### src/rtl/ntpf_pkg.sv
// Shared types, constants and the CRC byte step for the numbered test packet framer.
`timescale 1ns / 1ps

package ntpf_pkg;

  localparam int SeqW       = 32;
  localparam int ByteW      = 8;
  localparam int PosW       = 6;
  localparam int HdrBytes   = 4;
  localparam int PayloadMax = 58;
  localparam int QDepth     = 2;
  localparam int QAddrW     = 1;
  localparam int QCntW      = 2;
  localparam int OutDataW   = 16;

  localparam logic [ByteW-1:0] PayloadMark = 8'hA0;
  localparam logic [15:0]      CrcInit     = 16'hFFFF;
  localparam logic [15:0]      CrcPoly     = 16'h1021;

  typedef struct packed {
    logic [SeqW-1:0]  seq;
    logic [ByteW-1:0] key;
  } item_t;

  typedef struct packed {
    logic [ByteW-1:0] frame_byte;
    logic [PosW-1:0]  byte_position;
    logic             frame_last;
  } beat_t;

  function automatic logic [15:0] crc_feed(logic [15:0] crc_in, logic [ByteW-1:0] data);
    logic [15:0] c;
    c = crc_in ^ {data, 8'h00};
    for (int b = 0; b < 8; b++) begin
      if (c[15]) begin
        c = {c[14:0], 1'b0} ^ CrcPoly;
      end else begin
        c = {c[14:0], 1'b0};
      end
    end
    return c;
  endfunction

endpackage

### src/rtl/numbered_test_packet_framer_top.sv
// Usage:
// Slave stream takes one 32-bit sequence number per transfer. The master stream
// returns its test frame one byte per transfer: four big-endian header bytes,
// PAYLOAD_BYTES payload bytes (capped at 58), then the CRC16 high and low bytes.
// tlast marks the CRC low byte; tdata carries the byte and its frame position.
// A frame's number passes input register, queue, sequencer and output register.
// Throughput: one byte per cycle while the receiver does not stall; a frame
// holds PAYLOAD_BYTES + 6 bytes (38 at the default); frames follow with no gap
// if the next number waits: the sequencer loads it as it drives the last byte.
// The rate is set by the single byte sequencer and its output register.
// Up to three numbers wait ahead of the running frame (input register plus a
// two-entry queue); s_axis_tready drops when they are full.
// Reset clears all valid flags and the queue; any frame in flight is lost.
// When the receiver stalls, the output register holds its byte and the
// sequencer waits, then the queue fills and input is back-pressured.
`timescale 1ns / 1ps

module numbered_test_packet_framer_top
  import ntpf_pkg::*;
#(
  parameter int PAYLOAD_BYTES = 32
) (
  input  logic                clk_i,
  input  logic                rst_ni,
  input  logic                s_axis_tvalid,
  output logic                s_axis_tready,
  input  logic [SeqW-1:0]     s_axis_tdata,   // [31:0] seq_number
  output logic                m_axis_tvalid,
  input  logic                m_axis_tready,
  output logic [OutDataW-1:0] m_axis_tdata,   // [7:0] frame_byte, [13:8] byte_position, [15:14] 0
  output logic                m_axis_tlast    // frame_last
);

  logic  push, q_ready, pop, q_valid;
  item_t push_item, q_head;
  beat_t beat;

  ntpf_front u_front (
    .clk_i       (clk_i),
    .rst_ni      (rst_ni),
    .in_valid_i  (s_axis_tvalid),
    .in_ready_o  (s_axis_tready),
    .in_seq_i    (s_axis_tdata),
    .push_o      (push),
    .q_ready_i   (q_ready),
    .push_item_o (push_item)
  );

  ntpf_fifo u_fifo (
    .clk_i       (clk_i),
    .rst_ni      (rst_ni),
    .push_i      (push),
    .push_item_i (push_item),
    .ready_o     (q_ready),
    .pop_i       (pop),
    .valid_o     (q_valid),
    .head_o      (q_head)
  );

  ntpf_back #(
    .PAYLOAD_BYTES (PAYLOAD_BYTES)
  ) u_back (
    .clk_i       (clk_i),
    .rst_ni      (rst_ni),
    .q_valid_i   (q_valid),
    .q_head_i    (q_head),
    .pop_o       (pop),
    .out_valid_o (m_axis_tvalid),
    .out_ready_i (m_axis_tready),
    .out_beat_o  (beat)
  );

  assign m_axis_tdata = {{(OutDataW-ByteW-PosW){1'b0}}, beat.byte_position, beat.frame_byte};
  assign m_axis_tlast = beat.frame_last;

endmodule

### src/rtl/ntpf_front.sv
// Input stage: registers a sequence number and derives its payload key.
`timescale 1ns / 1ps

module ntpf_front
  import ntpf_pkg::*;
(
  input  logic            clk_i,
  input  logic            rst_ni,
  input  logic            in_valid_i,
  output logic            in_ready_o,
  input  logic [SeqW-1:0] in_seq_i,
  output logic            push_o,
  input  logic            q_ready_i,
  output item_t           push_item_o
);

  logic  valid_q, valid_d;
  item_t item_q;

  always_comb begin
    push_o     = valid_q && q_ready_i;
    in_ready_o = !valid_q || q_ready_i;
    valid_d    = valid_q;
    if (in_ready_o) begin
      valid_d = in_valid_i;
    end
  end

  always_ff @(posedge clk_i or negedge rst_ni) begin
    if (!rst_ni) begin
      valid_q <= 1'b0;
    end else begin
      valid_q <= valid_d;
    end
  end

  always_ff @(posedge clk_i) begin
    if (in_ready_o && in_valid_i) begin
      item_q.seq <= in_seq_i;
      item_q.key <= in_seq_i[ByteW-1:0] ^ PayloadMark;
    end
  end

  assign push_item_o = item_q;

endmodule

### src/rtl/ntpf_fifo.sv
// Two-entry queue between the input stage and the frame sequencer.
`timescale 1ns / 1ps

module ntpf_fifo
  import ntpf_pkg::*;
(
  input  logic  clk_i,
  input  logic  rst_ni,
  input  logic  push_i,
  input  item_t push_item_i,
  output logic  ready_o,
  input  logic  pop_i,
  output logic  valid_o,
  output item_t head_o
);

  item_t             mem_q [QDepth];
  logic [QAddrW-1:0] wr_ptr_q, rd_ptr_q;
  logic [QCntW-1:0]  cnt_q, cnt_d;

  assign ready_o = cnt_q != QCntW'(QDepth);
  assign valid_o = cnt_q != '0;
  assign head_o  = mem_q[rd_ptr_q];

  always_comb begin
    cnt_d = cnt_q;
    if (push_i && !pop_i) begin
      cnt_d = cnt_q + 1'b1;
    end else if (pop_i && !push_i) begin
      cnt_d = cnt_q - 1'b1;
    end
  end

  always_ff @(posedge clk_i or negedge rst_ni) begin
    if (!rst_ni) begin
      wr_ptr_q <= '0;
      rd_ptr_q <= '0;
      cnt_q    <= '0;
    end else begin
      cnt_q <= cnt_d;
      if (push_i) begin
        wr_ptr_q <= wr_ptr_q + 1'b1;
      end
      if (pop_i) begin
        rd_ptr_q <= rd_ptr_q + 1'b1;
      end
    end
  end

  always_ff @(posedge clk_i) begin
    if (push_i) begin
      mem_q[wr_ptr_q] <= push_item_i;
    end
  end

endmodule

### src/rtl/ntpf_back.sv
// Frame sequencer: walks header, payload and CRC bytes into an output register.
`timescale 1ns / 1ps

module ntpf_back
  import ntpf_pkg::*;
#(
  parameter int PAYLOAD_BYTES = 32
) (
  input  logic  clk_i,
  input  logic  rst_ni,
  input  logic  q_valid_i,
  input  item_t q_head_i,
  output logic  pop_o,
  output logic  out_valid_o,
  input  logic  out_ready_i,
  output beat_t out_beat_o
);

  localparam int PLen = (PAYLOAD_BYTES > PayloadMax) ? PayloadMax : PAYLOAD_BYTES;
  localparam logic [PosW-1:0] HdrEnd    = PosW'(HdrBytes);
  localparam logic [PosW-1:0] CrcHiPos  = PosW'(PLen + HdrBytes);
  localparam logic [PosW-1:0] LastPos   = PosW'(PLen + HdrBytes + 1);

  logic             busy_q, busy_d;
  logic [PosW-1:0]  pos_q, pos_d;
  logic [SeqW-1:0]  seq_q;
  logic [ByteW-1:0] key_q;
  logic [15:0]      crc_q, crc_d;
  logic             out_valid_q, out_valid_d;
  beat_t            beat_q, beat_d;

  logic             advance, load, is_hdr, is_pay, is_hi, is_last;
  logic [PosW-1:0]  pay_idx;
  logic [ByteW-1:0] hdr_byte, cur_byte;

  always_comb begin
    advance = !out_valid_q || out_ready_i;
    is_hdr  = pos_q < HdrEnd;
    is_pay  = !is_hdr && (pos_q < CrcHiPos);
    is_hi   = pos_q == CrcHiPos;
    is_last = pos_q == LastPos;
    load    = advance && (!busy_q || is_last);
    pop_o   = load && q_valid_i;
    pay_idx = pos_q - HdrEnd;

    case (pos_q[1:0])
      2'd0:    hdr_byte = seq_q[31:24];
      2'd1:    hdr_byte = seq_q[23:16];
      2'd2:    hdr_byte = seq_q[15:8];
      default: hdr_byte = seq_q[7:0];
    endcase

    if (is_hdr) begin
      cur_byte = hdr_byte;
    end else if (is_pay) begin
      cur_byte = key_q ^ {{(ByteW-PosW){1'b0}}, pay_idx};
    end else if (is_hi) begin
      cur_byte = crc_q[15:8];
    end else begin
      cur_byte = crc_q[7:0];
    end

    busy_d      = busy_q;
    pos_d       = pos_q;
    crc_d       = crc_q;
    out_valid_d = out_valid_q;
    beat_d      = beat_q;

    if (advance) begin
      out_valid_d          = busy_q;
      beat_d.frame_byte    = cur_byte;
      beat_d.byte_position = pos_q;
      beat_d.frame_last    = is_last;
      if (load) begin
        busy_d = q_valid_i;
        pos_d  = '0;
        crc_d  = CrcInit;
      end else begin
        pos_d = pos_q + 1'b1;
        if (is_hdr || is_pay) begin
          crc_d = crc_feed(crc_q, cur_byte);
        end
      end
    end
  end

  always_ff @(posedge clk_i or negedge rst_ni) begin
    if (!rst_ni) begin
      busy_q      <= 1'b0;
      pos_q       <= '0;
      out_valid_q <= 1'b0;
    end else begin
      busy_q      <= busy_d;
      pos_q       <= pos_d;
      out_valid_q <= out_valid_d;
    end
  end

  always_ff @(posedge clk_i) begin
    crc_q  <= crc_d;
    beat_q <= beat_d;
    if (pop_o) begin
      seq_q <= q_head_i.seq;
      key_q <= q_head_i.key;
    end
  end

  assign out_valid_o = out_valid_q;
  assign out_beat_o  = beat_q;

endmodule

### config.mk
export PLATFORM = sky130hd
export DESIGN_NAME = numbered_test_packet_framer_top
export DESIGN_NICKNAME = d
export VERILOG_FILES = /design/src/rtl/ntpf_pkg.sv /design/src/rtl/numbered_test_packet_framer_top.sv /design/src/rtl/ntpf_front.sv /design/src/rtl/ntpf_fifo.sv /design/src/rtl/ntpf_back.sv
export SDC_FILE = /design/constraint.sdc
export NUM_CORES = 1
export LEC_CHECK = 0
export ABC_AREA = 1
export CAP_MARGIN = 10
export CORE_UTILIZATION = 30
export CTS_CLUSTER_DIAMETER = 120
export DETAILED_ROUTE_END_ITERATION = 8
export DONT_BUFFER_PORTS = 1
export HOLD_SLACK_MARGIN = 0.12
export SYNTH_ARGS = -nofsm -noshare
export SYNTH_HDL_FRONTEND = slang
export SYNTH_SLANG_ARGS = --single-unit
### constraint.sdc
create_clock -name clk_i -period 4.8 [get_ports clk_i]
set_input_delay 0.96 -clock clk_i [delete_from_list [all_inputs] [get_ports clk_i]]
set_output_delay 0.96 -clock clk_i [all_outputs]
set_load 0.01 [all_outputs]
== Word-level counts from Yosys, hierarchy flattened ==
Memory sizes are Yosys's and may differ from the RTL's. A register that Yosys moved wholly into a read port is not among the register bits.
Index checks and enable logic that the tools add are counted.

* Memory bits (writable): 80
* Memories kept: 1
* Register bits: 84

* Add/subtract/negate cells: 6
* Magnitude comparators: 2
* Eq/ne operators: 5
* Bitwise gates (word level): 11
* Reduce and logical (&&, ||, !) cells: 23
* Muxes and demuxes: 39

{| class="wikitable"
|+ Memories
! name !! depth !! width !! rd ports !! clocked after memory_dff !! write ports !! line !! text
|-
| u_fifo.mem_q || 2 || 40 || 1 || 1 || 1 || ntpf_fifo.sv:17 || <nowiki>item_t mem_q [QDepth];</nowiki>
|}

{| class="wikitable"
|+ Operators by type and width
! kind !! number
|-
| $mux W16 || 22
|-
| $mux W13 || 8
|-
| $mux W8 || 3
|-
| $not A3 Y3 || 8
|-
| $pmux W8 S3 || 1
|-
| $xor A16 B16 Y16 || 1
|-
| $eq A6 B6 Y1 const B || 2
|-
| $xor A8 B6 Y8 || 1
|-
| $logic_and A1 B1 Y1 || 7
|-
| $add A6 B1 Y6 const B || 1
|-
| $logic_not A1 Y1 || 6
|-
| $lt A6 B3 Y1 const B || 1
|-
| $lt A6 B6 Y1 const B || 1
|-
| $mux W6 || 1
|-
| $reduce_bool A2 Y1 || 3
|-
| $sub A6 B3 Y6 const B || 1
|-
| $logic_or A1 B1 Y1 || 4
|-
| $mux W2 || 2
|-
| $reduce_and A2 Y1 || 2
|-
| $add A1 B1 Y1 const B || 2
|-
| $add A2 B1 Y2 const B || 1
|-
| $eq A2 B1 Y1 const B || 1
|-
| $eq A2 B2 Y1 const B || 1
|-
| $logic_not A2 Y1 || 1
|-
| other kinds (4) || 5
|}

== Logic depth before layout (Yosys ltp) ==
Gate-level depths: netlist of the first run.

* Depth after elaboration: 44
* Mapped depth: 15

== By module ==
A second synthesis of the first run with hierarchy kept.

* Cells, all modules: 573
* Area total of the unflattened synthesis: 8290.5 um^2

{| class="wikitable"
|+ Modules (own cells, without submodules)
! module !! cells each !! times used !! area an instance (um^2) !! seq. area each (um^2)
|-
| ntpf_back || 370 || 1 || 3848.7 || 2332.2
|-
| ntpf_fifo || 150 || 1 || 3296.9 || 2502.4
|-
| ntpf_front || 50 || 1 || 1126.1 || 1046.0
|-
| numbered_test_packet_framer_top || 3 || 1 || 18.8 || 0.0
|}

== Worst setup path before layout of the first run ==
No wires, ideal clock.

* Path type: in2reg
* Start: in m_axis_tready
* End: reg u_fifo.cnt_q[1]
* Path slack: 523 ps
* Data arrival time: 4146 ps
* Stages on the path: 9
* Path buffers: 0
* Library setup time: 131 ps
* Path through: nor2_1 > clkinv_1 > o21ai_2 > a21oi_1 > inv_1 > ha_1 > a21oi_1 > o21ai_0 > xor2_1

* Longest elaborated chain between the ends: 6

{| class="wikitable"
|+ RTL lines
! item !! line !! text
|-
| from (decl) || numbered_test_packet_framer_top.sv:29 || <nowiki>input logic m_axis_tready,</nowiki>
|-
| $logic_or A1 B1 Y1 * || ntpf_back.sv:37 || <nowiki>advance = !out_valid_q || out_ready_i;</nowiki>
|-
| named net u_back.advance || ntpf_back.sv:32 || <nowiki>logic advance, load, is_hdr, is_pay, is_hi, is_last;</nowiki>
|-
| $logic_and A1 B1 Y1 * || ntpf_back.sv:42 || <nowiki>load = advance && (!busy_q || is_last);</nowiki>
|-
| $logic_and A1 B1 Y1 * || ntpf_back.sv:43 || <nowiki>pop_o = load && q_valid_i;</nowiki>
|-
| named net pop || numbered_test_packet_framer_top.sv:34 || <nowiki>logic push, q_ready, pop, q_valid;</nowiki>
|-
| $logic_not A1 Y1 || ntpf_fifo.sv:27 || <nowiki>if (push_i && !pop_i) begin</nowiki>
|-
| $logic_and A1 B1 Y1 || ntpf_fifo.sv:27 ||
|-
| $mux W2 or $reduce_bool A2 Y1 (tied branches) || -- ||
|-
| to (signal assigned) || ntpf_fifo.sv:40 || <nowiki>cnt_q <= cnt_d;</nowiki>
|-
| to (decl) || ntpf_fifo.sv:19 || <nowiki>logic [QCntW-1:0] cnt_q, cnt_d;</nowiki>
|}

Mark *: on every way through the listed nets, which the timed path passes. The rest lies on a longest branch.
A chain may end at the register's enable or synchronous reset.

== Final worst setup path of the first run ==
* Start: reg u_back.pos_q[1]
* End: reg u_fifo.cnt_q[1]

* Longest elaborated chain between the ends: 7

{| class="wikitable"
|+ RTL lines
! item !! line !! text
|-
| from (decl) || ntpf_back.sv:25 || <nowiki>logic [PosW-1:0] pos_q, pos_d;</nowiki>
|-
| from (signal assigned) || ntpf_back.sv:94 || <nowiki>pos_q <= pos_d;</nowiki>
|-
| $eq A6 B6 Y1 * || ntpf_back.sv:41 || <nowiki>is_last = pos_q == LastPos;</nowiki>
|-
| named net u_back.is_last || ntpf_back.sv:32 ||
|-
| $logic_or A1 B1 Y1 * || ntpf_back.sv:42 ||
|-
| $logic_and A1 B1 Y1 * || ntpf_back.sv:42 ||
|-
| $logic_and A1 B1 Y1 * || ntpf_back.sv:43 ||
|-
| named net pop || numbered_test_packet_framer_top.sv:34 ||
|-
| $logic_not A1 Y1 || ntpf_fifo.sv:27 ||
|-
| $logic_and A1 B1 Y1 || ntpf_fifo.sv:27 ||
|-
| $mux W2 or $reduce_bool A2 Y1 (tied branches) || -- ||
|}

Marked as above.

==> metrics.txt, run 1 <==
DIE AREA=around 0.026 mm²; Hold Fails Final Rpt=0; Max Slew Vio Count=0; via count=4304; Final nets=683; total core area=0.0245 mm²; Net Sw Frac=0.375; minimum clock period=2730 ps; YS warnings=0; clock power share=0.206; crit path kind=register to register; CTS resizes=0; n_diodes=0; clock sinks=180; layout cells sized above 1=0.157; IO buf count=0; non-filler cells, final=just under 1000; Max clock buf depth=2; Top delay family on crit path=compound AO/OA/AOI/OAI gates; setup_tns=0 ps; Setup Buffers After CTS=0; leakage power=3.38 nW; DP Worst Slack=1950 ps; Die Span Y=160 µm; Int Power=3.80 mW; most frequent cell after synthesis=nand2_1; WP buf/inv=2; CP Data Required Time=5090 ps; Die Span X=about 160 µm; final instance area=0.00846 mm²; Final Skew=roughly 13 ps; Crit-path slowest cell=o21ai_2; combinational power share=0.339; cts hold-fix bufs=0; top cell type's share of synthesized area=0.666; worst slew pin tran=~1100 ps; DP HPWL=approximately 9300 µm; Starting Density=0.308; Final Cycle Share=0.568; Fmax=367 MHz; TritonCTS Buffers=17; Cell Area, Synth=between 0.007 and 0.008 mm²; first-pass GRT wire length=between 20000 and 25000 µm; Power Total=6.09 mW; global route total overflow=0; wire per inst=14.0 µm; Layout Utilization=0.346; switching power=approximately 2.3 mW; Post-synth top flop=edfxtp_1; H-tree depth=4; peak supply drop=0.000285 V; Post-synth ARST share=0.0722; Post-synth EDFFs=167; Routed WL=13600 µm; vias per cell=4.41; Core Rows=57; GRT Total Usage=0.113; I/O pins=55; vias in the first global route=roughly 4200; top cells by count, synth=nand2_1, edfxtp_1, nand3_1; Avg Inst Size Synth=12.0 µm²; Routability Congestion=0.806; DR iter-0 viols=306; Synth Register Bits=180; CP Data Arrival Time=3020 ps; Synth cell types=31; DRC=0; status=complete, no violations; Setup crit end kind=register; P&R area growth vs syn=12.3%; placed cell count=944; Root Driver=clkbuf_16; Slowest Stage Delay on Critical Path=820 ps; final hold slack=231 ps; cell taking the most area after synthesis=edfxtp_1; Cell Chain, Critical Path=inv_1 > ha_1 > nand2_1 > nor2_1 > o21ai_2 > a21oi_4 > inv_1 > ha_1 > a21oi_1 > o21ai_0 > xor2_1; pin count of the biggest net entering global routing=37; clock latency on the worst-skew pair=420 ps; clk slew on worst S/H paths=70 ps; CTS tree=done; CP max FO=22; sequential share of the synthesized area=0.709; top cells by area, synth=edfxtp_1, nand2_1, dfrtp_1; cells after synthesis=approximately 630; DRT Pass-1 Iters=4; cell area power density=720 mW/mm²; Area after DPL=between 0.007 and 0.008 mm²; Antenna Nets Post-Route=0; final setup margin=just over 2000 ps; final setup fails=0; initial antenna violation count=0; sequential share of power=0.454; RSZ-0062 raised after global routing=false; MaxCap Viol Count=0; Hold Crit Class=primary input to async pin; Slew Limit Headroom=0.290; Worst setup SP type=register
==> state kept, by name (all words and copies together), names as in the netlist <==
signal,cells
u_fifo.rd_ptr_q,1
u_back.crc_q,16
u_front.push_item_o,34
u_back.key_q,2
u_back.busy_q,1
u_back.pos_q,6
u_front.valid_q,1
u_back.out_beat_o,15
u_back.out_valid_o,1
u_back.seq_q,32
u_fifo.mem_q,68
u_fifo.cnt_q,2
u_fifo.wr_ptr_q,1
==> power by group through the flow <==
| stage | sequential, mW | clock, mW | combinational (mW) |
|---|---|---|---|
| floorplan | 2.74 | 0 | 1.57 |
| global placement | 2.80 | 0 | 2.04 |
| detailed placement | 2.81 | 0 | 2.07 |
| CTS | 2.78 | 1.29 | 2.08 |
| global route | 2.82 | 1.35 | 2.35 |
| finish | 2.77 | 1.26 | 2.06 |
==> area by class of cell <==
class | count | area (µm²)
clock buffers | 18 | 429
fillers | 2399 | 16000
inverters | 57 | 221
repair buffers | 7 | 52.6
well taps | 324 | 405
flip-flops and latches | 180 | 5340
clock inverters | 13 | 98.8
multi-input cells | 376 | 1910
==> metal layers <==
| layer | up-vias | wire (µm) | track usage |
|---|---|---|---|
| met1 | 2044 | 6480 | 0.148 |
| met3 | 9 | 531 | 0.0320 |
| li1 | 2153 | - | - |
| met2 | 98 | 6480 | 0.177 |
| met4 | 0 | 141 | 0.0407 |
| met5 | - | 0 | 0 |
==> kinds of logic (layout without fill, tap and decap cells) <==
family / after synthesis / count (layout) / synth area share
AO/OA/AOI/OAI: 17 / 17 / 0.0123
XOR/XNOR: 8 / 8 / 0.00930
buffers and inverters: 73 / 95 / 0.0405
other: 1 / 2 / 0.000498
adder cells (fa/ha/maj): 8 / 8 / 0.0133
flip-flops: 180 / 180 / 0.709
AND/OR/NAND/NOR: 341 / 341 / 0.215
==> placed cells by master, fill, tap and decap left out, types with 13 or more instances in the layout <==
cell type,count
nand2_1,199
edfxtp_1,167
nand3_1,56
inv_1,46
nand2_2,32
clkbuf_16,17
nor2_1,14
nand3_2,14
nand4_1,13
dfrtp_1,13
==> worst register-to-register path: cells and delay by family, from the launching register on <==
family          cells  cell delay (ps)
buf+inv             2              230
flops               1              440
fa+ha+maj           2              560
compound gates      4             1050
simple gates        2              170
xor+xnor            1              150
==> worst paths after layout <==
kind                       slack, ps  cells past startpoint                     from             endpoint
max                             2070                     11          u_back.pos_q[1]      u_fifo.cnt_q[1]
min                              230                      0                   rst_ni      u_back.pos_q[1]
max reg2reg                     2070                     11          u_back.pos_q[1]      u_fifo.cnt_q[1]
min reg2reg                      450                      0  u_front.push_item_o[30]  u_fifo.mem_q[0][30]
max in group asynchronous       4490                      0                   rst_ni      u_back.pos_q[3]
min in group clk_i               450                      0  u_front.push_item_o[30]  u_fifo.mem_q[0][30]
Power figures use the tool's default switching activity.
==> inputs of run 2 (changes only) <==
==> constraint.sdc (replaced) <==
create_clock -name clk_i -period 2.3 [get_ports clk_i]
set_input_delay 0.46 -clock clk_i [delete_from_list [all_inputs] [get_ports clk_i]]
set_output_delay 0.46 -clock clk_i [all_outputs]
set_load 0.01 [all_outputs]
==> run 2 against run 1 <==
Net effect:
- worst hold slack got worse by 59 ps
- clock power grew 130%
- via count is 4.9% higher
- largest power group unchanged
- wire length up 7.2%
- cell count is 4.3% higher
- total power increased by 120%
- register-to-register slack got worse by 1900 ps
==> metrics.txt, run 2 (same netlist as run 1, synthesis figures left out) <==
status=complete, no violations; DRT Pass-1 Iters=4; first-pass GRT wire length=23900 µm; MaxCap Viol Count=0; crit path kind=register to register; CP Data Required Time=2470 ps; leakage power=3.62 nW; clock latency on the worst-skew pair=430 ps; initial antenna violation count=0; Die Span X=about 160 µm; reg2reg start=u_back.pos_q[0]; most common cell after layout, fill and taps aside=nand2_1; Slowest Stage Delay on Critical Path=about 450 ps; P&R area growth vs syn=20.2%; fill count=2319; CP endpoint=u_back.crc_q[8]; reg2reg path depth=13; Final Skew=10.2 ps; wire per inst=14.4 µm; Core Rows=57; Routability Congestion=0.814; Fmax=468 MHz; non-filler cells, final=slightly above 1000; peak supply drop=0.000626 V; Setup crit end kind=register; Hold Fails Final Rpt=0; Final Cycle Share=0.929; Worst setup SP type=register; layout cells sized above 1=0.186; Top reg by flops=u_fifo.mem_q; DR iter-0 viols=321; Root Driver=clkbuf_16; Layout Utilization=0.370; via count=approximately 4500; Routed WL=14600 µm; Slew Limit Headroom=0.267; Antenna Nets Post-Route=0; cell mode on critical path=nand2_1; n_diodes=0; Die Span Y=160 µm; Critical path origin=u_back.pos_q[0]; DP HPWL=9460 µm; Largest register FFs=68; H-tree depth=4; RR Endpoint=u_back.crc_q[8]; DIE AREA=0.0257 mm²; global route total overflow=0; commonest cells after routing, fill and taps aside=nand2_1, edfxtp_1, nand3_1; Max clock buf depth=2; total core area=0.0245 mm²; CP max FO=8; Hold Crit Class=primary input to register; RSZ-0062 raised after global routing=false; cell area power density=1480 mW/mm²; placed cell count=approximately 950; vias per cell=4.44; Cell Chain, Critical Path=inv_2 > ha_2 > nand2_1 > inv_2 > nand2_4 > nand2_1 > nand3_2 > nand3_2 > nand2_2 > nand2_2 > nand2_1 > nand3_1 > nand3_1; Starting Density=0.308; GRT Total Usage=0.122; Crit-path slowest cell=dfrtp_2; clock sinks=180; TritonCTS Buffers=17; final setup fails=0; I/O pins=55; CTS tree=done; Final nets=724; pin count of the biggest net entering global routing=36; IO buf count=0; clk slew on worst S/H paths=70 ps; minimum clock period=2140 ps; Max Slew Vio Count=0; worst slew pin tran=1090 ps; vias in the first global route=4409; CP Data Arrival Time=2300 ps; DRC=0; reg-to-reg setup timing slack=around 160 ps
[run 2: worst min-delay path by stage]
stage                                         to       startpoint  cells after the start  slack, ps
final                            u_front.valid_q    s_axis_tvalid                      2        170
after global routing      u_front.push_item_o[5]  s_axis_tdata[5]                      1        160
after CTS                 u_front.push_item_o[7]  s_axis_tdata[7]                      1        150
after detailed placement         u_front.valid_q           rst_ni                      0        160
after global placement           u_front.valid_q           rst_ni                      0        160
after floorplan                    u_back.busy_q           rst_ni                      0        160
[run 2: power breakdown]
| part | switching, mW | internal (mW) |
|---|---|---|
| logic | 3.10 | 1.55 |
| clock network | 1.37 | 1.57 |
| registers | 0.555 | 5.23 |
[run 2: timing repair]
| action | CTS | global route |
|---|---|---|
| setup buffers | 0 | 3 |
| gates resized for setup | 0 | 12 |
| hold buffers | 33 | 0 |
| setup endpoints to repair | 0 | 11 |
| hold endpoints to repair | 45 | 0 |
[run 2: cell type report]
cell class | count | area, µm² | area share
clock buffer | 18 | 429 | 0.0474
clock inverter | 14 | 185 | 0.0205
tap | 324 | 405 | 0.0448
inverter | 57 | 221 | 0.0245
sequential | 180 | 5340 | 0.590
timing repair buffer | 48 | 497 | 0.0549
multi-input combinational | 376 | 1970 | 0.218
[run 2: worst max-delay path, delay by kind of cell, from the launching register on]
family | cells | cell delay [ps]
adder cells (fa/ha/maj) | 1 | 200
buffers and inverters | 2 | 230
flip-flops | 1 | 450
AND/OR/NAND/NOR | 10 | 1000
[run 2: per-stage QoR]
step	instance area [µm²]	setup slack (ps)	total power [mW]	setup TNS, ps	hold WS [ps]
after CTS	9000	40.0	13.4	0	151
after global placement	8050	89.6	10.3	0	165
after floorplan	7590	-210	9.05	-214	164
after detailed placement	8050	70.6	10.4	0	165
final	9050	164	13.4	0	172
after global routing	9050	2.96	14.3	0	158
[run 2: per-layer routing]
| layer | wire, µm | vias to the layer above | track usage | share of wire |
|---|---|---|---|---|
| met5 | 0 | - | 0 | 0 |
| met4 | 121 | 0 | 0.0294 | 0.0083 |
| met3 | 522 | 11 | 0.0320 | 0.036 |
| met2 | 7220 | 98 | 0.204 | 0.49 |
| met1 | 6750 | 2171 | 0.156 | 0.46 |
| li1 | - | 2237 | - | - |
==> inputs of run 3 (changes only) <==
--- a/config.mk
+++ b/config.mk
@@ -5,13 +5,14 @@
 export SDC_FILE = /design/constraint.sdc
 export NUM_CORES = 1
 export LEC_CHECK = 0
-export ABC_AREA = 1
+export ABC_AREA = 0
 export CAP_MARGIN = 10
 export CORE_UTILIZATION = 30
 export CTS_CLUSTER_DIAMETER = 120
 export DETAILED_ROUTE_END_ITERATION = 8
 export DONT_BUFFER_PORTS = 1
 export HOLD_SLACK_MARGIN = 0.12
+export SLEW_MARGIN = 15
 export SYNTH_ARGS = -nofsm -noshare
 export SYNTH_HDL_FRONTEND = slang
 export SYNTH_SLANG_ARGS = --single-unit
==> run 3 against run 2 <==
Net effect:
- the flow now finishes with violations (negative setup slack)
- total power grew 4.1%
- cell count shrank 13%
- area after synthesis shrank 4.4%
- setup slack lost 460 ps
- sequential power shrank 6.7%
- critical endpoint unchanged
- largest power group is now combinational cells
==> metrics.txt, run 3 <==
status=finished, violations left; failing checks=negative setup slack; I/O pins=55; DR iter-0 viols=just over 400; top cell type's share of synthesized area=0.696; total core area=0.0235 mm²; P&R area growth vs syn=31.9%; Final nets=~600; IO buf count=0; Avg Inst Size Synth=16.6 µm²; Top reg by flops=u_fifo.mem_q; H-tree depth=4; clock latency on the worst-skew pair=430 ps; Slowest Stage Delay on Critical Path=390 ps; clock sinks=180; Post-synth top flop=edfxtp_1; Core Rows=56; Hold Fails Final Rpt=0; Net Sw Frac=0.323; Die Span X=about 160 µm; Worst setup SP type=register; pin count of the biggest net entering global routing=36; MaxCap Viol Count=0; Die Span Y=around 160 µm; final setup margin=-296 ps; vias per cell=approximately 4.5; first-pass GRT wire length=22300 µm; cell area power density=1470 mW/mm²; CP Data Required Time=around 2600 ps; cells after synthesis=434; Largest register FFs=68; commonest cells after routing, fill and taps aside=edfxtp_1, buf_4, mux2_2, dlygate4sd3_1, nand2_1; placed cell count=793; CP max FO=4; sequential share of the synthesized area=0.741; GRT Total Usage=0.123; Synth cell types=between 60 and 70; Int Power=9.43 mW; Cell Area, Synth=0.00720 mm²; n_diodes=0; YS warnings=0; peak supply drop=0.000630 V; Starting Density=0.306; crit path kind=register to register; Post-synth EDFFs=167; Max Slew Vio Count=0; reg-to-reg setup timing slack=-300 ps; worst slew pin tran=roughly 660 ps; wire per inst=16.1 µm; Slew Limit Headroom=0.560; combinational power share=0.414; reg2reg start=u_back.pos_q[3]; reg2reg path depth=9; Post-synth ARST share=0.0722; vias in the first global route=~4000; Setup crit end kind=register; TritonCTS Buffers=17; Crit-path slowest cell=dfrtp_1; global route total overflow=0; Synth Register Bits=180; RR Endpoint=u_back.crc_q[8]; Cell Chain, Critical Path=inv_2 > ha_4 > and3b_2 > mux2_4 > a221o_2 > xor2_2 > xor2_2 > xnor2_2 > mux2i_1; hold_sp=s_axis_tdata[7]; clk slew on worst S/H paths=70 ps; Routed WL=about 14000 µm; non-filler cells, final=just under 900; Fmax=385 MHz; CTS tree=done; layout cells sized above 1=0.377; via count=4024; Max clock buf depth=2; cell taking the most area after synthesis=edfxtp_1; DRC=0; clock power share=0.199; DP Worst Slack=-366 ps; most frequent cell after synthesis=edfxtp_1; leakage power=roughly 3.4 nW; Final Skew=between 9 and 10 ps; fill count=2177; Hold Path Depth=1; sequential share of power=0.387; top cells by area, synth=edfxtp_1, mux2_2, dfrtp_1; most common cell after layout, fill and taps aside=edfxtp_1; Routability Congestion=0.909; top cells by count, synth=edfxtp_1, mux2_2, inv_1, nand2_1, nor2_1; hold endpoint=u_front.push_item_o[7]; DRT Pass-1 Iters=5; DP HPWL=9330 µm; Final Cycle Share=1.13; CP Data Arrival Time=2870 ps; Root Driver=clkbuf_16; DIE AREA=0.0246 mm²; final setup fails=15; final hold slack=161 ps; Layout Utilization=0.404; cell mode on critical path=xor2_2; initial antenna violation count=0; Hold Crit Class=primary input to register; switching power=4.49 mW; minimum clock period=approximately 2600 ps; Antenna Nets Post-Route=0; RSZ-0062 raised after global routing=true
[run 3: cell count changes after synthesis, sizes merged, moves of 10 or more]
cell	change
mux2	+35
nand4	-10
nand3	-69
xnor2	+13
inv	-34
nand2	-214
[run 3: critical path: cells and delay by family, from the launching register on]
kind	cells	cell delay, ps
compound gates	1	380
xor+xnor	3	610
fa+ha+maj	1	180
buf+inv	1	140
flops	1	390
mux	2	530
simple gates	1	220
[run 3: area by class of cell]
class | instances | area, µm² | area share
sequential | 180 | 5340 | 0.562
clock inverter | 14 | 140 | 0.0148
clock buffer | 18 | 429 | 0.0452
timing repair buffer | 121 | 1070 | 0.113
tap | 319 | 399 | 0.0420
multi-input combinational | 214 | 2040 | 0.214
inverter | 20 | 81.3 | 0.00856
[run 3: worst max-delay path by stage]
stage / startpoint / end / slack, ps / cells past startpoint
floorplan: u_back.pos_q[0] / u_back.crc_q[15] / -340 / 11
global placement: u_back.pos_q[1] / u_back.crc_q[8] / -260 / 9
detailed placement: u_back.pos_q[1] / u_back.crc_q[12] / -370 / 10
CTS: u_back.pos_q[0] / u_back.crc_q[8] / -240 / 9
global route: u_back.pos_q[3] / u_back.crc_q[8] / -390 / 9
finish: u_back.pos_q[3] / u_back.crc_q[8] / -300 / 9
[run 3: stage by stage]
stage               setup TNS, ps  power (mW)  cell area (µm²)
global route                -3910        14.6             9500
global placement            -3180        9.71             8040
finish                      -2720        13.9             9500
CTS                         -1780        13.4             9280
detailed placement          -4740        9.86             8040
floorplan                   -1810        8.25             7280
[run 3: cells by family after synthesis]
kind of cell,count (synthesis),synth area share
AOI/OAI and AO/OA,62,0.0624
xor gates and xnor gates,28,0.0391
adders and majority gates,8,0.0139
buffers and inverters,41,0.0254
DFF,180,0.741
muxes,43,0.0664
other,1,0.000521
and+or+nand+nor,71,0.0511
[run 3: repair_timing]
action	4_1_cts	5_1_grt
hold buffers	34	0
endpoints found under the setup margin	51	51
pin swaps	21	19
hold endpoints to repair	46	0
setup buffers	19	10
gates resized for setup	36	30
[run 3: per-layer routing]
layer | global-route usage | wire, µm | vias up | part of all wire
met5 | 0 | 0 | - | 0
met4 | 0.0472 | 323 | 0 | 0.023
met3 | 0.0333 | 697 | 31 | 0.049
met2 | 0.202 | 7080 | 125 | 0.50
met1 | 0.154 | 6200 | 1998 | 0.43
li1 | - | - | 1870 | -
[run 3: power by group through the flow]
stage                     Combinational (mW)  Sequential [mW]  Clock, mW
final                                   5.76             5.39       2.77
after global routing                    6.20             5.48       2.95
after CTS                               5.24             5.39       2.82
after detailed placement                4.42             5.43          0
after global placement                  4.29             5.42          0
after floorplan                         2.97             5.28          0
